File: src/hdl/fac_pkg.sv
// Shared constants for the frustum box culling block.
`default_nettype none
package fac_pkg;
    localparam int COORD_WIDTH = 32;
    localparam int FRAC_BITS   = 16;
    localparam int EXT_WIDTH   = COORD_WIDTH - 1;
    localparam int PL_W        = COORD_WIDTH + 1;
    localparam int PROD_W      = 2 * PL_W;
    localparam int ACC_W       = PROD_W + 4;
    localparam int ROW_LSB     = 2;
    localparam int CEN_LSB     = ROW_LSB + 4 * COORD_WIDTH;
    localparam int EXT_LSB     = CEN_LSB + 3 * COORD_WIDTH;
    localparam int IN_BITS     = EXT_LSB + 3 * EXT_WIDTH;
    localparam int IN_W        = ((IN_BITS + 7) / 8) * 8;
    localparam int OUT_W       = 8;
    localparam int NUM_PLANES  = 6;

    localparam logic CMD_LOAD = 1'b0;
    localparam logic CMD_BOX  = 1'b1;
endpackage
`default_nettype wire

File: src/hdl/frustum_aabb_cull.sv
// Frustum culling of axis-aligned boxes against planes from a stored clip matrix.
// Load item: writes one matrix row, no result.
// Box item: PLANE, MUL and ACC states per plane on one shared 33x33 multiplier, 6 planes;
//   it stops at the first plane that culls. Result and ready return together when the box ends.
// Result waits in an output register; a box finishing while it is still held stalls.
// Reset clears control state only; matrix rows are undefined until loaded.
`default_nettype none
module frustum_aabb_cull
(
    input  wire logic                          clk,
    input  wire logic                          rst_n,
    input  wire logic                          s_axis_tvalid,
    output logic                               s_axis_tready,
    // row_index, row_x, row_y, row_z, row_w, centre_x, centre_y, centre_z,
    // extent_x, extent_y, extent_z, zero pad
    input  wire logic [fac_pkg::IN_W-1:0]      s_axis_tdata,
    // cmd
    input  wire logic [0:0]                    s_axis_tuser,
    output logic                               m_axis_tvalid,
    input  wire logic                          m_axis_tready,
    // visible, zero pad
    output logic [fac_pkg::OUT_W-1:0]          m_axis_tdata
);
    import fac_pkg::*;

    typedef enum logic [2:0] {S_IDLE, S_PLANE, S_MUL, S_ACC} state_t;

    state_t state_reg, state_next;
    logic [2:0] plane_reg, plane_next;
    logic [1:0] k_reg, k_next;
    logic       m_valid_reg, m_valid_next;
    logic       vis_reg, vis_next;

    logic signed [COORD_WIDTH-1:0] rows_reg [4][4];
    logic signed [COORD_WIDTH-1:0] centre_reg [3];
    logic [EXT_WIDTH-1:0]          extent_reg [3];
    logic signed [PL_W-1:0]        pl_reg [4];
    logic signed [PROD_W-1:0]      prod_reg;
    logic signed [ACC_W-1:0]       acc_reg;

    logic signed [PL_W-1:0]   pl_comb [4];
    logic signed [PL_W-1:0]   r3_x, rs_x;
    logic [1:0]               sel_row;
    logic signed [PL_W-1:0]   pl_sel, c_ext, e_ext, opnd;
    logic signed [PROD_W-1:0] prod;
    logic signed [ACC_W-1:0]  acc_sum;
    logic                     in_fire, slot_free;

    assign in_fire   = s_axis_tvalid && s_axis_tready;
    assign slot_free = !m_valid_reg || m_axis_tready;

    always_comb
    begin
        case (plane_reg)
            3'd0, 3'd1: sel_row = 2'd0;
            3'd2, 3'd3: sel_row = 2'd1;
            default:    sel_row = 2'd2;
        endcase
    end

    always_comb
    begin
        r3_x = '0;
        rs_x = '0;
        for (int k = 0; k < 4; k++)
        begin
            r3_x = PL_W'(rows_reg[3][k]);
            rs_x = PL_W'(rows_reg[sel_row][k]);
            case (plane_reg)
                3'd0, 3'd2: pl_comb[k] = r3_x + rs_x;
                3'd4:       pl_comb[k] = rs_x;
                default:    pl_comb[k] = r3_x - rs_x;
            endcase
        end
    end

    // n*c + |n|*e == n*(c + e) for n >= 0, n*(c - e) for n < 0
    assign pl_sel  = pl_reg[k_reg];
    assign c_ext   = PL_W'(centre_reg[k_reg]);
    assign e_ext   = signed'(PL_W'(extent_reg[k_reg]));
    assign opnd    = pl_sel[PL_W-1] ? (c_ext - e_ext) : (c_ext + e_ext);
    assign prod    = pl_sel * opnd;
    assign acc_sum = acc_reg + ACC_W'(prod_reg);

    always_comb
    begin
        state_next   = state_reg;
        plane_next   = plane_reg;
        k_next       = k_reg;
        vis_next     = vis_reg;
        m_valid_next = m_valid_reg && !m_axis_tready;
        case (state_reg)
            S_IDLE:
            begin
                if (in_fire && s_axis_tuser[0] == CMD_BOX)
                begin
                    plane_next = '0;
                    state_next = S_PLANE;
                end
            end
            S_PLANE:
            begin
                k_next     = '0;
                state_next = S_MUL;
            end
            S_MUL:
            begin
                k_next = k_reg + 2'd1;
                if (k_reg == 2'd2)
                begin
                    state_next = S_ACC;
                end
            end
            S_ACC:
            begin
                if (acc_sum[ACC_W-1] || plane_reg == 3'(NUM_PLANES - 1))
                begin
                    if (slot_free)
                    begin
                        vis_next     = !acc_sum[ACC_W-1];
                        m_valid_next = 1'b1;
                        state_next   = S_IDLE;
                    end
                end
                else
                begin
                    plane_next = plane_reg + 3'd1;
                    state_next = S_PLANE;
                end
            end
            default:
            begin
                state_next = S_IDLE;
            end
        endcase
    end

    always_ff @(posedge clk or negedge rst_n)
    begin
        if (!rst_n)
        begin
            state_reg   <= S_IDLE;
            plane_reg   <= '0;
            k_reg       <= '0;
            m_valid_reg <= 1'b0;
            vis_reg     <= 1'b0;
        end
        else
        begin
            state_reg   <= state_next;
            plane_reg   <= plane_next;
            k_reg       <= k_next;
            m_valid_reg <= m_valid_next;
            vis_reg     <= vis_next;
        end
    end

    always_ff @(posedge clk)
    begin
        if (in_fire)
        begin
            if (s_axis_tuser[0] == CMD_LOAD)
            begin
                for (int k = 0; k < 4; k++)
                begin
                    rows_reg[s_axis_tdata[ROW_LSB-1:0]][k] <=
                        s_axis_tdata[ROW_LSB + k*COORD_WIDTH +: COORD_WIDTH];
                end
            end
            else
            begin
                for (int k = 0; k < 3; k++)
                begin
                    centre_reg[k] <= s_axis_tdata[CEN_LSB + k*COORD_WIDTH +: COORD_WIDTH];
                    extent_reg[k] <= s_axis_tdata[EXT_LSB + k*EXT_WIDTH +: EXT_WIDTH];
                end
            end
        end
        case (state_reg)
            S_PLANE:
            begin
                for (int k = 0; k < 4; k++)
                begin
                    pl_reg[k] <= pl_comb[k];
                end
                acc_reg <= ACC_W'(pl_comb[3]) <<< FRAC_BITS;
            end
            S_MUL:
            begin
                prod_reg <= prod;
                if (k_reg != 2'd0)
                begin
                    acc_reg <= acc_sum;
                end
            end
            default:
            begin
            end
        endcase
    end

    assign s_axis_tready = (state_reg == S_IDLE);
    assign m_axis_tvalid = m_valid_reg;
    assign m_axis_tdata  = {{(OUT_W-1){1'b0}}, vis_reg};

    a_box_busy: assert property (@(posedge clk) disable iff (!rst_n)
        (s_axis_tvalid && s_axis_tready && s_axis_tuser[0] == CMD_BOX) |=> !s_axis_tready)
        else $error("ready high right after box accept");

    a_load_no_result: assert property (@(posedge clk) disable iff (!rst_n)
        (s_axis_tvalid && s_axis_tready && s_axis_tuser[0] == CMD_LOAD && !m_axis_tvalid)
        |=> !m_axis_tvalid)
        else $error("result produced by a load item");

    a_plane_range: assert property (@(posedge clk) disable iff (!rst_n)
        (state_reg == S_PLANE || state_reg == S_ACC) |-> plane_reg < 3'(NUM_PLANES))
        else $error("plane counter out of range");
endmodule
`default_nettype wire
File: config.mk
export PLATFORM = sky130hd
export DESIGN_NAME = frustum_aabb_cull
export DESIGN_NICKNAME = d
export VERILOG_FILES = /design/src/hdl/fac_pkg.sv /design/src/hdl/frustum_aabb_cull.sv
export SDC_FILE = /design/constraint.sdc
export NUM_CORES = 2
export LEC_CHECK = 0
export ABC_CLOCK_PERIOD_IN_PS = 16400
export BUFFER_PORTS_ARGS = -buffer_cell sky130_fd_sc_hd__buf_4
export CORE_AREA = 5 5 290 504
export CTS_CLUSTER_DIAMETER = 30
export DETAILED_ROUTE_END_ITERATION = 8
export DIE_AREA = 0 0 295 509
export GPL_ROUTABILITY_DRIVEN = 1
export PLACE_DENSITY = 0.81
export SYNTH_ARGS = -nofsm -noshare
export SYNTH_HDL_FRONTEND = slang
export SYNTH_SLANG_ARGS = --single-unit
File: constraint.sdc
create_clock -name clk -period 16.4 [get_ports clk]
set_input_delay 3.28 -clock clk [delete_from_list [all_inputs] [get_ports clk]]
set_output_delay 3.28 -clock clk [all_outputs]
set_load 0.01 [all_outputs]
# After elaboration in Yosys (flattened, before gate mapping)
# Memories as Yosys holds them, arrays and structs flattened.
# Index checks and enable logic that the tools add are counted.
# totals
inputBits	325
regBits	146
mem_bits_rw	833
n_memories	4
word_cells	87
output_inout_bits	10
# mem_list
memory	words	width	read_ports	rd_clocked_by_memory_dff	wr	line	source
rows_reg	4	128	2	0	1	frustum_aabb_cull.sv:34	logic signed [COORD_WIDTH-1:0] rows_reg [4][4];
pl_reg	4	33	1	0	4	frustum_aabb_cull.sv:37	logic signed [PL_W-1:0] pl_reg [4];
centre_reg	3	32	1	0	3	frustum_aabb_cull.sv:35	logic signed [COORD_WIDTH-1:0] centre_reg [3];
extent_reg	3	31	1	0	3	frustum_aabb_cull.sv:36	logic [EXT_WIDTH-1:0] extent_reg [3];
# op_classes
muxes	28
n_mul	1
reduce_logical	20
eq_ne	14
add_sub_neg	13
# op_table
cell	n
one-hot mux 33 bit (2 select lines)	4
adder 32 x 32 -> 33 bit	5
subtractor 32 x 32 -> 33 bit	5
one-hot mux 70 bit (2 select lines)	1
adder 70 x 66 -> 70 bit	1
two-way mux 70 bit	1
multiplier 33 x 33 -> 66 bit	1
two-way mux 33 bit	1
two-way mux 3 bit	6
equality test 3 x 2 -> 1 bit (second input constant)	4
one-hot mux 3 bit (4 select lines)	1
two-way mux 1 bit	11
AND reduction 3 bit	3
one-hot mux 2 bit (2 select lines)	2
equality test 3 x 1 -> 1 bit (second input constant)	2
equality test 3 bit (second input constant)	2
zero test 3 bit	2
inequality test 2 bit (second input constant)	3
one-hot mux 3 bit (2 select lines)	1
nonzero test 2 bit	3
OR reduction 2 bit	3
adder 3 x 1 -> 3 bit (second input constant)	1
logical AND 1 bit	3
zero test 1 bit	3
6 further kinds	7

# Logic depth before layout (Yosys ltp)
# An unclocked memory read counts as a cell.
# depth
word_depth	7
mapped_depth	54
depth_no_buf	47

# Worst setup path before layout
# Ideal clock, no wire load.
# synth_path
path_type	input to register
startpoint	in s_axis_tvalid
endpoint	mem rows_reg[1][0] (netlist name), enable pin
path_slack_ns	-1.016
n_path_buf	0
arrival_time_ns	16.445
required_ns	15.429
setup_time_ns	0.971
stages	2
path_cell_list	nand2_1 > nor4b_1
# synth_between
elab_chain_len	3
# synth_rtl
item	line	source
start, declared	frustum_aabb_cull.sv:12	input wire logic s_axis_tvalid,
logical AND 1 bit	frustum_aabb_cull.sv:49	assign in_fire = s_axis_tvalid && s_axis_tready;
two-way mux 1 bit	frustum_aabb_cull.sv:160	if (in_fire)
two-way mux 1 bit (implied by the code)	frustum_aabb_cull.sv:166	rows_reg[s_axis_tdata[ROW_LSB-1:0]][k] <=
end, declared	frustum_aabb_cull.sv:34	
# No other way between the ends.

# Final worst setup path
# layout_path
startpoint	reg k_reg[0]
endpoint	reg prod_reg[64] (data pin)
# layout_between
elab_chain_len	4
elab_cells_between_ends	7
classes_between	add/sub: 2; mul: 1; mux: 1; memory: 3
# layout_rtl
item	line	source
start, declared	frustum_aabb_cull.sv:30	logic [1:0] k_reg, k_next;
start signal, assigned	frustum_aabb_cull.sv:152	k_reg <= k_next;
memory (3 x 32 bit) / memory (3 x 31 bit) (equally long branches)	n/a	
adder 32 x 32 -> 33 bit / subtractor 32 x 32 -> 33 bit (equally long branches)	frustum_aabb_cull.sv:81	assign opnd = pl_sel[PL_W-1] ? (c_ext - e_ext) : (c_ext + e_ext);
two-way mux 33 bit	frustum_aabb_cull.sv:81	
multiplier 33 x 33 -> 66 bit *	frustum_aabb_cull.sv:82	assign prod = pl_sel * opnd;
via prod[64]	frustum_aabb_cull.sv:45	logic signed [PROD_W-1:0] prod;
end signal, assigned	frustum_aabb_cull.sv:190	prod_reg <= prod;
end, declared	frustum_aabb_cull.sv:38	logic signed [PROD_W-1:0] prod_reg;
# Mark *: on every way through the listed nets, which the timed path passes. The rest lies on a longest branch.
# A chain may end at the register's enable or synchronous reset.

==> impl_metrics.tcl <==
set metrics [dict create \
    cts_tree "done" \
    cp_common_cell "fa_1" \
    endpoint "prod_reg[64]" \
    async_reset_ff_frac 0.00920 \
    tightestPinTransition_ns 1.36 \
    critPathSlowestCell "xnor2_2" \
    ctsResizeCount 0 \
    hold_path.class "register to register" \
    setup_viol 0 \
    routedWlPerCell_um 25.7 \
    antenna_found_initial 18 \
    yosysSeqAreaShare 0.327 \
    ys.flop_type "edfxtp_1" \
    syn_inst 8684 \
    grt_pass1_vias 73300 \
    reg2reg_to "prod_reg[64]" \
    routed_wl_mm 279 \
    synth_top_area_cell "edfxtp_1" \
    die_area_mm2 0.150 \
    first_iter_violations 6116 \
    reg2reg_setup_slack_ns 1.35 \
    synth_area_mm2 0.0898 \
    setup_tns_ns 0 \
    cts_setup_buffers 0 \
    r2r-start "k_reg[0]" \
    crit_required_ns 16.89 \
    max_freq_ghz 0.0664 \
    insertion_delay_ns 0.78 \
    cap_viol_max_count 0 \
    grt_pass1_wl_mm 418 \
    via_count 68400 \
    cts-htree-levels 4 \
    clkSinkCount 978 \
    grtUsageMet1 0.377 \
    largest_register_ff_count 512 \
    dp_cells 10600 \
    cp-end-kind "register" \
    final_common_cell "nand2_1" \
    grt_util_all_layers 0.371 \
    grt_overflow_total 0 \
    status "completed" \
    grt_max_degree 178 \
    layout.nets 10800 \
    cts.reportedPaths.clkPinSlew_ns 0.06 \
    finalHoldViolCount 0 \
    synth_cell_type_count 98 \
    port_buffers 326 \
    syn_area_per_cell_um2 10.3 \
    yosys_warnings 0 \
    ff2ff_path_depth 44 \
    core_area_mm2 0.142 \
    die_height_um 509 \
    start_util 0.633 \
    ctsHoldBuffers 0 \
    crit_start "k_reg[0]" \
    synth_edf_count 969 \
    finalNonFillerCells 10800 \
    synth_area_leaders "edfxtp_1, fa_1, ha_1" \
    area_delta_synth_final_pct 10.4 \
    die_x_um 295 \
    relSlewSlack 0.0683 \
    worst-setup-path-type "register to register" \
    route.detailed.drc 0 \
    grtUsageMet3 0.0715 \
    synth_top_cell_area_share 0.324 \
    fillers 10100 \
    ys_ff_latch 978 \
    cts_inserted_buffers 137 \
    busiest_layer "met2" \
    root_buffer "clkbuf_16" \
    drive_above_1_share 0.0981 \
    fin_crit_ns 15.05 \
    design_area_mm2 0.0991 \
    placed_area_mm2 0.0943 \
    placementRows 183 \
    ant_nets 0 \
    finalCritPeriodShare 0.918 \
    crit_path_max_fanout 37 \
    skew_ns 0.0747 \
    rsz0062_at_grt "false" \
    dr.pass1.iters 9 \
    startpoint_type "register" \
    mostFrequentLayoutCells "nand2_1, inv_1, fa_1" \
    detailed_place_hpwl_mm 207 \
    ios 335 \
    clockBufferDepth 3 \
    cpPeakStageDelay_ns 0.92 \
    place.gp.congestion 1.04 \
    slew_viol_final 0 \
    cp.arrival_ns 15.54 \
    met2_usage 0.643 \
    drt-vias-per-instance 6.31 \
]
## cell usage after synthesis, types with 34 or more instances
master	number
xor2_1	190
a31oi_1	148
edfxtp_1	969
o21a_1	45
nand4_1	36
clkbuf_1	289
and2_1	98
mux2_2	46
o21bai_1	43
a211oi_1	34
buf_1	56
nand3_1	110
nor3_1	81
a21oi_1	435
a21o_1	160
buf_2	43
xnor2_1	245
o21ai_0	328
nor4_1	38
o31ai_1	38
nor2b_1	42
mux2i_1	92
nor2_1	602
inv_1	1182
nand2b_1	59
ha_1	462
nand2_1	1241
fa_1	1151
and3_1	44
## worst min-delay path by stage
stage / start / to / slack (ns) / cells past startpoint
2_1_floorplan: vis_reg / vis_reg / 0.47 / 1
3_3_place_gp: state_reg[1] / state_reg[1] / 0.60 / 1
3_5_place_dp: state_reg[1] / state_reg[1] / 0.62 / 1
4_1_cts: plane_reg[0] / plane_reg[0] / 0.63 / 2
5_1_grt: plane_reg[0] / plane_reg[0] / 0.65 / 2
6_report: plane_reg[0] / plane_reg[0] / 0.63 / 2
## cells by family after synthesis
group	synth area share
AOI/OAI and AO/OA	0.0982
muxes	0.0223
and+or+nand+nor	0.121
other	0.0000418
adders and majority gates	0.321
xor gates and xnor gates	0.0426
buffers and inverters	0.0680
DFF	0.327
## layout make-up
cell class | instances | area (µm²) | share of cell area
multi-input cells | 6125 | 54900 | 0.553
flip-flops and latches | 978 | 29300 | 0.296
inverters | 1183 | 4450 | 0.0448
clock buffers | 148 | 3500 | 0.0353
repair buffers | 442 | 3360 | 0.0338
well taps | 1850 | 2310 | 0.0233
clock inverters | 103 | 1310 | 0.0132
diodes | 14 | 35.0 | 0.000353
## stage by stage
step           worst slack (ns)  hold WS (ns)  utilization
2_1_floorplan             -1.02         0.472            -
3_3_place_gp               1.85         0.596        0.665
3_5_place_dp               1.78         0.620        0.665
4_1_cts                    1.78         0.626        0.699
5_1_grt                   0.805         0.652        0.699
6_report                   1.35         0.627        0.699
## layer usage
| layer | vias to the layer above | share of wire | routed length (µm) |
|---|---|---|---|
| met5 | - | 0.00015 | 43 |
| met4 | 6 | 0.12 | 33100 |
| met3 | 1609 | 0.082 | 22800 |
| met2 | 3907 | 0.50 | 140000 |
| met1 | 33700 | 0.30 | 83100 |
| li1 | 29200 | - | - |
## worst max-delay path, delay by kind of cell (launching register included)
family / cells / cell delay, ns
AOI/OAI and AO/OA: 16 / 3.94
xor gates and xnor gates: 3 / 1.34
adders and majority gates: 10 / 4.88
buffers and inverters: 4 / 0.99
DFF: 1 / 0.83
muxes: 2 / 0.68
and+or+nand+nor: 9 / 1.99
Power is not shown: default switching activity piles up to over one toggle a cycle in this logic, so the estimate is an artifact.
